## config.mk

```make
export PLATFORM = sky130hd
export DESIGN_NAME = pfe_cordic
export DESIGN_NICKNAME = d
export VERILOG_FILES = /design/src/rtl/core/pfe_pkg.sv /design/src/rtl/core/pfe_cordic.sv
export SDC_FILE = /design/constraint.sdc
export NUM_CORES = 1
export LEC_CHECK = 0
export ABC_AREA = 0
export BUFFER_PORTS_ARGS = -buffer_cell sky130_fd_sc_hd__buf_4
export CAP_MARGIN = 20
export CORE_MARGIN = 5
export CORE_UTILIZATION = 45
export DETAILED_ROUTE_END_ITERATION = 8
export PLACE_DENSITY = 0.7
export SYNTH_ARGS = -nofsm -noshare
export SYNTH_HDL_FRONTEND = slang
export SYNTH_SLANG_ARGS = --single-unit
export TNS_END_PERCENT = 30
```

## constraint.sdc

```tcl
create_clock -name clk_i -period 7.9 [get_ports clk_i]
set_clock_uncertainty 0.1 [all_clocks]
set_input_delay 1.58 -clock clk_i [delete_from_list [all_inputs] [get_ports clk_i]]
set_output_delay 1.58 -clock clk_i [all_outputs]
set_load 0.01 [all_outputs]
```

## src/rtl/core/pfe_pkg.sv

```systemverilog
// ----------------------------------------------------------------------------
// pfe_pkg: shared types and constants
// Widths, fixed-point constants, CORDIC arctangent table and the structs
// passed between the sequencer, the multiplier and the CORDIC unit.
// ----------------------------------------------------------------------------
package pfe_pkg;

  localparam int POS_WIDTH_DEF = 24;
  localparam int OUT_WIDTH_DEF = 48;

  localparam int Q_FRAC    = 21;
  localparam int Q_WIDTH   = 24;
  localparam int MAG_WIDTH = 24;

  localparam int LIMB_W  = 16;
  localparam int MUL_A_W = 3 * LIMB_W;
  localparam int MUL_B_W = 32;
  localparam int MUL_P_W = MUL_A_W + MUL_B_W;
  localparam int PP_W    = LIMB_W + 1 + MUL_B_W;

  localparam int RES_W = 48;
  localparam int SUM_W = 52;

  localparam int CORDIC_STEPS = 18;
  localparam int STEP_W       = 5;
  localparam int CV_W         = 33;
  localparam int ANG_W        = 34;

  localparam logic signed [CV_W-1:0]    CORDIC_GAIN_Q30 = 33'sd652032874;
  localparam logic signed [MUL_B_W-1:0] TEN_PI_Q24      = 32'sd527071785;

  typedef struct packed {
    logic                      start;
    logic signed [MUL_A_W-1:0] a;
    logic signed [MUL_B_W-1:0] b;
  } mul_req_t;

  typedef struct packed {
    logic signed [CV_W-1:0] cx;
    logic signed [CV_W-1:0] sx;
    logic signed [CV_W-1:0] cy;
    logic signed [CV_W-1:0] sy;
  } trig_t;

  function automatic logic [ANG_W-1:0] turn_atan(input logic [STEP_W-1:0] idx);
    logic [ANG_W-1:0] v;
    case (idx)
      5'd0:    v = 34'd536870912;
      5'd1:    v = 34'd316933406;
      5'd2:    v = 34'd167458907;
      5'd3:    v = 34'd85004756;
      5'd4:    v = 34'd42667331;
      5'd5:    v = 34'd21354465;
      5'd6:    v = 34'd10679838;
      5'd7:    v = 34'd5340245;
      5'd8:    v = 34'd2670163;
      5'd9:    v = 34'd1335087;
      5'd10:   v = 34'd667544;
      5'd11:   v = 34'd333772;
      5'd12:   v = 34'd166886;
      5'd13:   v = 34'd83443;
      5'd14:   v = 34'd41721;
      5'd15:   v = 34'd20860;
      5'd16:   v = 34'd10430;
      5'd17:   v = 34'd5215;
      default: v = '0;
    endcase
    return v;
  endfunction

endpackage

```

## src/rtl/core/pfe_cordic.sv

```systemverilog
// ----------------------------------------------------------------------------
// pfe_cordic: iterative CORDIC
// Cosine and sine of the x phase, then of the y phase, one rotation a cycle.
// ----------------------------------------------------------------------------
module pfe_cordic (
  input  logic                        clk_i,
  input  logic                        rst_ni,
  input  logic                        start_i,
  input  logic [pfe_pkg::Q_FRAC-1:0]  phase_x_i,
  input  logic [pfe_pkg::Q_FRAC-1:0]  phase_y_i,
  output pfe_pkg::trig_t              trig_o,
  output logic                        valid_o
);
  import pfe_pkg::*;

  typedef enum logic {
    C_IDLE,
    C_RUN
  } cstate_e;

  localparam logic signed [ANG_W-1:0] QUARTER = 34'sh040000000;
  localparam logic signed [ANG_W-1:0] HALF    = 34'sh080000000;

  cstate_e                 state_q;
  logic                    sel_q;
  logic [STEP_W-1:0]       step_q;
  logic                    valid_q;
  logic                    neg_q;
  logic signed [CV_W-1:0]  cr_q, sr_q;
  logic signed [ANG_W-1:0] ang_q;
  logic [Q_FRAC-1:0]       phy_q;
  trig_t                   trig_q;

  logic signed [CV_W-1:0]  cr_d, sr_d, dc, ds;
  logic signed [ANG_W-1:0] ang_d, atan;
  logic signed [ANG_W-1:0] ld_ang;
  logic                    ld_neg;
  logic [Q_FRAC-1:0]       ld_phase;

  always_comb begin
    logic signed [ANG_W-1:0] raw;
    ld_phase = (state_q == C_IDLE) ? phase_x_i : phy_q;
    raw      = ANG_W'($signed({ld_phase, {(32 - Q_FRAC){1'b0}}}));
    ld_neg   = (raw > QUARTER) || (raw < -QUARTER);
    if (!ld_neg) begin
      ld_ang = raw;
    end else if (raw > 0) begin
      ld_ang = raw - HALF;
    end else begin
      ld_ang = raw + HALF;
    end
  end

  always_comb begin
    dc   = sr_q >>> step_q;
    ds   = cr_q >>> step_q;
    atan = $signed(turn_atan(step_q));
    if (!ang_q[ANG_W-1]) begin
      cr_d  = cr_q - dc;
      sr_d  = sr_q + ds;
      ang_d = ang_q - atan;
    end else begin
      cr_d  = cr_q + dc;
      sr_d  = sr_q - ds;
      ang_d = ang_q + atan;
    end
  end

  always_ff @(posedge clk_i or negedge rst_ni) begin
    if (!rst_ni) begin
      state_q <= C_IDLE;
      sel_q   <= 1'b0;
      step_q  <= '0;
      valid_q <= 1'b0;
    end else begin
      case (state_q)
        C_IDLE: begin
          if (start_i) begin
            state_q <= C_RUN;
            sel_q   <= 1'b0;
            step_q  <= '0;
            valid_q <= 1'b0;
          end
        end
        C_RUN: begin
          if (step_q == STEP_W'(CORDIC_STEPS - 1)) begin
            step_q <= '0;
            if (sel_q) begin
              state_q <= C_IDLE;
              valid_q <= 1'b1;
            end else begin
              sel_q <= 1'b1;
            end
          end else begin
            step_q <= step_q + STEP_W'(1);
          end
        end
        default: state_q <= C_IDLE;
      endcase
    end
  end

  always_ff @(posedge clk_i) begin
    if (state_q == C_IDLE && start_i) begin
      phy_q <= phase_y_i;
      ang_q <= ld_ang;
      neg_q <= ld_neg;
      cr_q  <= CORDIC_GAIN_Q30;
      sr_q  <= '0;
    end else if (state_q == C_RUN) begin
      if (step_q == STEP_W'(CORDIC_STEPS - 1)) begin
        if (sel_q) begin
          trig_q.cy <= neg_q ? -cr_d : cr_d;
          trig_q.sy <= neg_q ? -sr_d : sr_d;
        end else begin
          trig_q.cx <= neg_q ? -cr_d : cr_d;
          trig_q.sx <= neg_q ? -sr_d : sr_d;
          ang_q     <= ld_ang;
          neg_q     <= ld_neg;
          cr_q      <= CORDIC_GAIN_Q30;
          sr_q      <= '0;
        end
      end else begin
        cr_q  <= cr_d;
        sr_q  <= sr_d;
        ang_q <= ang_d;
      end
    end
  end

  assign trig_o  = trig_q;
  assign valid_o = valid_q;

endmodule

```

* Yosys cells after proc, flatten, opt, wreduce, memory -nomap -nowiden
Memory sizes are Yosys's and may differ from the RTL's.
Index checks and enable logic that the tools add are counted.
Widths: inputs -> output; s select.
** Cells by class
- Add/sub/neg operators :: 11
- $lt $le $gt $ge :: 3
- Eq/ne operators :: 7
- Shift operators :: 2
- Multiplexer cells :: 33
- Bitwise logic cells :: 3
- Reductions and logical operators :: 11
** Operators by type and width (count)
- $mux 33 :: 8
- $mux 34 :: 7
- $add 33x33->33 :: 2
- $neg 33->33 :: 2
- $sshr 33x5->33 :: 2
- $sub 33x33->33 :: 2
- $add 32x33->34 const B :: 1
- $add 34x34->34 :: 1
- $sub 32x33->34 const B :: 1
- $sub 34x34->34 :: 1
- $gt 32x1->1 const B :: 1
- $gt 32x32->1 const B :: 1
- $lt 32x31->1 const B :: 1
- $mux 21 :: 1
- $mux 1 :: 11
- $mux 5 :: 2
- $pmux 5 s2 :: 1
- $reduce_and 4->1 :: 2
- $ne 2x1->1 const B :: 3
- $pmux 1 s2 :: 3
- $reduce_and 2->1 :: 3
- $reduce_and 3->1 :: 2
- $add 5x1->5 const B :: 1
- $eq 5x5->1 const B :: 1
- other kinds (6) :: 10
** Storage, ports and cells
- Flip-flop bits (word level) :: 262
- Bits in read-only memories :: 960
- Bits of input ports :: 45
- Output and inout bits :: 133
- Logic and storage cells :: 84
- Memories kept :: 1
** Memory list
- (no name shown) :: words 32, bits a word 30, rd ports 1, clocked after Yosys merged registers in 0, write ports 0, line pfe_pkg.sv:47 : case (idx)

* Depth between registers and ports, before layout
Gate-level depths: netlist (run 1).
- Depth after elaboration :: 8
- Mapped depth :: 29
- Depth with buffers taken out :: 23

* Worst setup path after synthesis (run 1)
OpenSTA, ideal clock, no wires.
- Path type :: register to register
- From :: register step_q[0]
- To :: register trig_q, in the netlist trig_o[131] (data pin)
- Library setup time :: 0.273 ns
- Arrival time :: 6.464 ns
- Required time :: 7.527 ns
- Setup slack :: 1.063 ns
- Stages on the path, launching flop included :: 26
- Path buffers :: 4
- Period minus slack after synthesis :: 6.837 ns
- Cells stage by stage :: dfrtp_1 > buf_2 > buf_6 > buf_6 > buf_4 > mux4_2 > mux4_2 > nand2_1 > o21a_1 > ha_1 > and2_1 > nor3b_1 > and2_1 > a21oi_1 > xor2_1 > ha_1 > a21o_1 > a211oi_1 > o211ai_1 > a41oi_1 > xnor2_1 > or4b_2 > or3_1 > or2_2 > o31ai_1 > xor2_1
** Between the ends
- Cells in the longest elaborated chain, start to end :: 5
- Elaborated cells between the ends (all ways) :: 6
- Classes of those cells :: 3 x add/sub; 1 x shift; 2 x mux
** Ends and longest elaborated chain
- from (decl) :: line pfe_cordic.sv:26 : logic [STEP_W-1:0] step_q;
- from (signal assigned) :: line pfe_cordic.sv:95 : step_q <= step_q + STEP_W'(1);
- $sshr 33x5->33 (*) :: line pfe_cordic.sv:55 : dc = sr_q >>> step_q;
- $sub 33x33->33 or $add 33x33->33 (tied branches) :: line pfe_cordic.sv:59, pfe_cordic.sv:63
- $mux 33 (*) :: line pfe_cordic.sv:58 : if (!ang_q[ANG_W-1]) begin
- $neg 33->33 :: line pfe_cordic.sv:116 : trig_q.cx <= neg_q ? -cr_d : cr_d;
- $mux 33 (*) :: line pfe_cordic.sv:116
- to (decl) :: line pfe_cordic.sv:32 : trig_t trig_q;
Mark *: on every way between the ends. The rest lies on a longest branch, timed or not.
A chain may end at the register's enable or synchronous reset.

* Final worst setup path (run 1)
- From :: register step_q[0]
- To :: register trig_q, in the netlist trig_o[61] (data pin)
** Between the ends
- Cells in the longest elaborated chain, start to end :: 5
- Elaborated cells between the ends (all ways) :: 6
- Classes of those cells :: 3 x add/sub; 1 x shift; 2 x mux
** Ends and longest elaborated chain
- $sshr 33x5->33 (*) :: line pfe_cordic.sv:55
- $sub 33x33->33 or $add 33x33->33 (tied branches) :: line pfe_cordic.sv:59, pfe_cordic.sv:63
- $mux 33 (*) :: line pfe_cordic.sv:58
- $neg 33->33 :: line pfe_cordic.sv:113 : trig_q.cy <= neg_q ? -cr_d : cr_d;
- $mux 33 (*) :: line pfe_cordic.sv:113
Marks and branches as above.

==> impl_metrics.yaml, run 1 <==
outcome:
  outcome: "finished clean"
hold_path:
  hp-start: "valid_o$_DFFE_PN0P_"
  min_path_cells: 1
  min_to: "valid_o$_DFFE_PN0P_"
  hold_class: "reg -> reg"
cells_and_area:
  area_delta_synth_final_pct: 15.0
  final_nets: 2726
  layout-drive-gt1-share_pct: 18.2
  diodes: 0
worst_setup_path:
  rr_endpoint: "trig_o[61]$_DFFE_PP_"
  crit_type: "reg -> reg"
  worstSetupEndpointType: "flop"
  cp_data_required_time_ps: 8110
  arrival_ps: 7690
  r2r_setup_slack_ps: 420
  reg2regPathDepth: 21
  worstReg2RegStart: "step_q[0]$_DFFE_PN0P_"
  startpoint_type: "flop"
  critical_path_peak_fanout: 18
die:
  die_w_um: 233
  die_y_um: 233
  row_count: 81
  design.core.area_um2: 49100
  initial_core_util_pct: 45.5
  dieArea_um2: 54100
  io_pins: 178
detailed_routing:
  via_count: 20500
  drc_errors: 0
  routed_wl_mm: 72.7
  drt_iter0_markers: 2135
  first_pass_iters: 5
  ant_nets: 0
  drt-vias-per-instance: 6.30
  avgRoutedWirePerCell_um: 22.4
synth:
  synthCells: 2416
  synth-edff-count: 188
  ys_types: 102
  syn_area_per_cell_um2: 9.24
  async_flop_share_pct: 3.05
  yosys_warnings: 0
  ys.flop_type: "edfxtp_1"
  synth_seq_area_share_pct: 32.1
  yosys_register_bits: 262
  synthesis.area_um2: 22300
  synthesis.nets: 2578
place:
  dp_slack_ps: 467
  dp_hpwl_mm: 54.4
  routabilityCongestion: 0.994
  io_buffers: 177
sta:
  tns_ps: 0
  setup_viol: 0
  slew_violations: 0
  setup_ws_ps: 425
  max_freq_ghz: 0.134
  hold_viol_final: 0
  worst_pin_slew_ps: 942
  min_period_ps: 7480
  slew_headroom_pct: 37.2
  period_share_pct: 94.6
  rsz0062_at_grt: "false"
clocking:
  clock_latency_ps: 590
  cts_tree: "done"
  cts.sinks: 262
  cts_root_buffer: "clkbuf_16"
  postCtsHoldBufs: 0
  cts_max_path_buffers: 3
  cts_buffers: 31
  clkTransAtPathRegs_ps: 60
  htree_num_levels: 1
global_routing:
  grt_pass1_vias: 19600
  antenna_found_initial: 1
  grt_pass1_wl_mm: 111
  gr-total-overflow: 0
  grt_usage_pct: 25.7
  grt_max_degree: 87
job:
  max_cap_viol_count: 0
-- flip-flops by register name, summed over array words and instances, names as in the netlist --
register / count
ang_q: 34
cr_q: 33
neg_q: 1
phy_q: 21
sel_q: 1
sr_q: 33
state_q: 1
step_q: 5
trig_o: 132
valid_o: 1
-- repair_timing --
| item | in CTS | in global routing |
|---|---|---|
| endpoints found under the setup margin | 0 | 10 |
| gates resized for setup | 0 | 0 |
| setup buffers | 0 | 1 |
| endpoints found under the hold margin | 0 | 0 |
-- how the worst max path moves through the flow --
stage                           from               endpoint  depth (start not counted)
2_1_floorplan  step_q[0]$_DFFE_PN0P_  trig_o[131]$_DFFE_PP_                         25
3_3_place_gp   step_q[0]$_DFFE_PN0P_   trig_o[27]$_DFFE_PP_                         23
3_5_place_dp   step_q[0]$_DFFE_PN0P_   trig_o[65]$_DFFE_PP_                         21
4_1_cts        step_q[0]$_DFFE_PN0P_   trig_o[61]$_DFFE_PP_                         21
5_1_grt        step_q[0]$_DFFE_PN0P_  trig_o[131]$_DFFE_PP_                         21
6_report       step_q[0]$_DFFE_PN0P_   trig_o[61]$_DFFE_PP_                         21
-- synth_stat cells (17+ instances only) --
library cell | number | area (um2)
mux2i_1 | 64 | 641
buf_2 | 24 | 120
a21o_1 | 55 | 413
dfxtp_1 | 66 | 1320
clkbuf_1 | 88 | 330
nor2_1 | 222 | 833
a31oi_1 | 38 | 238
and2_1 | 25 | 156
edfxtp_1 | 188 | 5650
buf_1 | 19 | 71.3
and3_1 | 31 | 194
o21ai_0 | 122 | 611
xor2_1 | 86 | 753
a22oi_1 | 45 | 338
nor3_1 | 43 | 215
o211ai_1 | 26 | 195
inv_1 | 62 | 233
nor2b_1 | 17 | 106
nand2b_1 | 33 | 206
mux2_2 | 22 | 248
nand2_1 | 224 | 841
a21oi_1 | 187 | 936
nand3_1 | 41 | 205
ha_1 | 114 | 1430
mux4_2 | 76 | 1710
xnor2_1 | 137 | 1200
o22ai_1 | 17 | 106
a211oi_1 | 23 | 173
-- layout by cell type (no fill, tap or decap), drive strengths merged, types with 9 or more instances in the layout --
cell / n
a211oi: 24
a21boi: 10
a21o: 55
a21oi: 188
a221oi: 9
a22oi: 45
a31o: 10
a31oi: 38
and2: 26
and3: 31
buf: 256
clkbuf: 37
clkinv: 14
dfxtp: 66
edfxtp: 188
ha: 114
inv: 68
mux2: 22
mux2i: 64
mux4: 76
nand2: 224
nand2b: 33
nand3: 41
nand4: 15
nor2: 222
nor2b: 17
nor3: 43
nor4: 13
o211ai: 27
o21a: 15
o21ai: 134
o21bai: 15
o22a: 13
o22ai: 17
o31ai: 20
or2: 11
or3: 15
xnor2: 137
xor2: 86
-- worst max-delay path: stages (launching register included) --
cell and delay (ps):
dfrtp_4 690, buf_4 380, mux4_2 630, mux2i_1 230, o22ai_1 100, a31oi_1 360
and2_1 250, nor4bb_1 340, and2_1 290, a21oi_1 110, xor2_1 270, ha_1 320
a21o_1 190, a211oi_1 310, o211ai_1 230, a41oi_1 340, xnor2_1 120, or4b_2 730
or3_1 420, or2_2 350, o21ai_0 290, xnor2_1 140
-- kinds of logic after synthesis --
| kind of cell | share of synthesized area [%] |
|---|---|
| and+or+nand+nor | 15.7 |
| buffers and inverters | 3.87 |
| AOI/OAI and AO/OA | 21.1 |
| adders and majority gates | 6.71 |
| muxes | 11.6 |
| DFF | 32.1 |
| xor gates and xnor gates | 8.86 |
-- per-layer routing --
| layer | track usage (%) | up-vias | share of wire, % |
|---|---|---|---|
| met5 | 0 | - | 0.019 |
| met4 | 10.7 | 2 | 4.7 |
| met3 | 2.94 | 194 | 6.9 |
| met2 | 44.2 | 925 | 48 |
| met1 | 33.0 | 9977 | 40 |
| li1 | - | 9395 | - |
-- through the flow --
step	cell area (um2)	hold slack [ps]	std cells	util (%)
after floorplan	22300	375	2416	-
after global placement	24500	368	3193	50.0
after detailed placement	24500	372	3193	50.0
after CTS	25600	385	3251	52.2
after global routing	25700	419	3253	52.3
final	25700	379	3253	52.3
-- final cells by class --
class,count,area [um2]
Clock buffer,37,850
Timing Repair Buffer,256,2010
Clock inverter,21,214
Inverter,66,248
Tap cell,664,831
Sequential cell,262,7180
Fill cell,4511,23400
Multi-Input combinational cell,1947,14300
Power of run 1 is not shown: default switching activity piles up to over one toggle a cycle in this logic, so the estimate is an artifact.
==> inputs of run 2 (changes only) <==
--- a/config.mk
+++ b/config.mk
@@ -8,6 +8,7 @@
 export ABC_AREA = 0
 export BUFFER_PORTS_ARGS = -buffer_cell sky130_fd_sc_hd__buf_4
 export CAP_MARGIN = 20
+export CORE_ASPECT_RATIO = 1.5
 export CORE_MARGIN = 5
 export CORE_UTILIZATION = 45
 export DETAILED_ROUTE_END_ITERATION = 8
==> run 2 against run 1 <==
Routed wire length rose by 2.5%. Design area fell by 0.56%. Hold slack got worse by 1.7 ps. Critical endpoint is now trig_o[32]$_DFFE_PP_.
==> impl_metrics.yaml, run 2 (same netlist as run 1, synthesis figures left out) <==
clocking:
  cts.sinks: 262
  cts_setup_buffers: 0
  clock_latency_ps: 590
  cts_root_buffer: "clkbuf_16"
  clkTransAtPathRegs_ps: 60
  cts_buffers: 27
  cts_tree: "done"
  cts_max_path_buffers: 3
  htree_num_levels: 1
global_routing:
  grt_pass1_wl_mm: 114
  grt_use_met2_pct: 48.9
  grt_use_met3_pct: 2.90
  grt_pass1_vias: 20000
  gr-total-overflow: 0
  grt-busiest-layer: "met2"
  met1_usage_pct: 29.5
  grt_max_degree: 79
  antenna_found_initial: 1
  grt_usage_pct: 26.5
worst_setup_path:
  critical_path_peak_fanout: 34
  cp_data_required_time_ps: 8130
  r2r_setup_slack_ps: 490
  rr_endpoint: "trig_o[32]$_DFFE_PP_"
  worstReg2RegStart: "step_q[0]$_DFFE_PN0P_"
  startpoint_type: "flop"
  reg2regPathDepth: 21
  worstSetupEndpointType: "flop"
  crit_type: "reg -> reg"
  arrival_ps: 7640
sta:
  max_freq_ghz: 0.135
  slew_violations: 0
  worst_pin_slew_ps: 1190
  min_period_ps: 7410
  tns_ps: 0
  slew_headroom_pct: 20.1
  period_share_pct: 93.8
  setup_viol: 0
  hold_viol_final: 0
  rsz0062_at_grt: "false"
die:
  dieArea_um2: 54200
  die_y_um: 283
  row_count: 100
  io_pins: 178
  design.core.area_um2: 49400
  initial_core_util_pct: 45.2
  die_w_um: 192
hold_path:
  min_path_cells: 1
  hold_class: "reg -> reg"
  hp-start: "valid_o$_DFFE_PN0P_"
  min_to: "valid_o$_DFFE_PN0P_"
detailed_routing:
  drt-vias-per-instance: 6.24
  via_count: 20300
  ant_nets: 0
  first_pass_iters: 6
  avgRoutedWirePerCell_um: 23.0
  drc_errors: 0
  routed_wl_mm: 74.6
  drt_iter0_markers: 1792
cells_and_area:
  final_nets: 2724
  final_common_cell: "buf_4"
  multi_input_area_um2: 14300
  seqCellArea_um2: 7180
  area_delta_synth_final_pct: 14.3
  largest_reg_flops: 132
  mostFrequentLayoutCells: "buf_4 (254), nand2_1 (224), nor2_1 (218), edfxtp_1 (188), a21oi_1 (187)"
  fillers: 4552
  layout-drive-gt1-share_pct: 17.9
  diodes: 0
place:
  io_buffers: 177
  dp_hpwl_mm: 57.3
  routabilityCongestion: 1.01
outcome:
  outcome: "finished clean"
job:
  max_cap_viol_count: 0
## run 2: changes by cell type in the layout (fill, tap and decap cells not counted), sizes merged
cell	previous run	this run
bufinv	3	4
clkinvlp	2	0
buf	256	258
clkbuf	37	35
clkinv	14	10
inv	68	67
## run 2: final cells by class
cell class	instances	area share [%]
well taps	663	3.25
multi-input cells	1947	56.2
clock inverters	15	0.765
flip-flops and latches	262	28.1
clock buffers	35	2.93
inverters	66	0.976
repair buffers	258	7.79
## run 2: critical path: stages, from the launching register on
cell	delay [ps]
dfrtp_4	600
buf_12	290
buf_4	260
mux4_2	570
a21oi_1	450
mux4_2	420
nand4_1	150
and4bb_2	430
and3_1	210
nor2_1	60
xor2_1	180
ha_1	400
a21o_1	250
a311oi_1	340
o21bai_1	140
or2_2	310
a31oi_1	240
nand3_1	200
or4_1	640
or4b_1	550
o31ai_2	270
xnor2_1	120
## run 2: worst max-delay path by stage
stage | start | end | slack, ps
after floorplan | step_q[0]$_DFFE_PN0P_ | trig_o[131]$_DFFE_PP_ | 1060
after global placement | step_q[1]$_DFFE_PN0P_ | trig_o[131]$_DFFE_PP_ | 660
after detailed placement | step_q[1]$_DFFE_PN0P_ | trig_o[131]$_DFFE_PP_ | 490
after CTS | step_q[1]$_DFFE_PN0P_ | trig_o[65]$_DFFE_PP_ | 460
after global routing | step_q[0]$_DFFE_PN0P_ | trig_o[95]$_DFFE_PP_ | 40
final | step_q[0]$_DFFE_PN0P_ | trig_o[32]$_DFFE_PP_ | 490
## run 2: what timing repair did
action,in CTS,in global routing
resized for setup,0,1
setup endpoints to repair,0,2
hold buffers,0,0
endpoints found under the hold margin,0,0
## run 2: through the flow
step / hold slack, ps / setup WS [ps] / instances / instance area (um2) / utilization [%]
3_5_place_dp: 371 / 490 / 3196 / 24600 / 49.7
6_report: 377 / 487 / 3246 / 25500 / 51.6
4_1_cts: 382 / 461 / 3246 / 25500 / 51.6
2_1_floorplan: 375 / 1060 / 2416 / 22300 / -
3_3_place_gp: 367 / 656 / 3196 / 24600 / 49.7
5_1_grt: 391 / 36.3 / 3246 / 25500 / 51.6
## run 2: metal layers
| metal | vias to the layer above | share of wire (%) |
|---|---|---|
| li1 | 9386 | - |
| met1 | 9811 | 36 |
| met2 | 857 | 52 |
| met3 | 211 | 6.0 |
| met4 | 2 | 6.5 |
| met5 | - | 0.021 |
Power of run 2 is left out for the same reason.
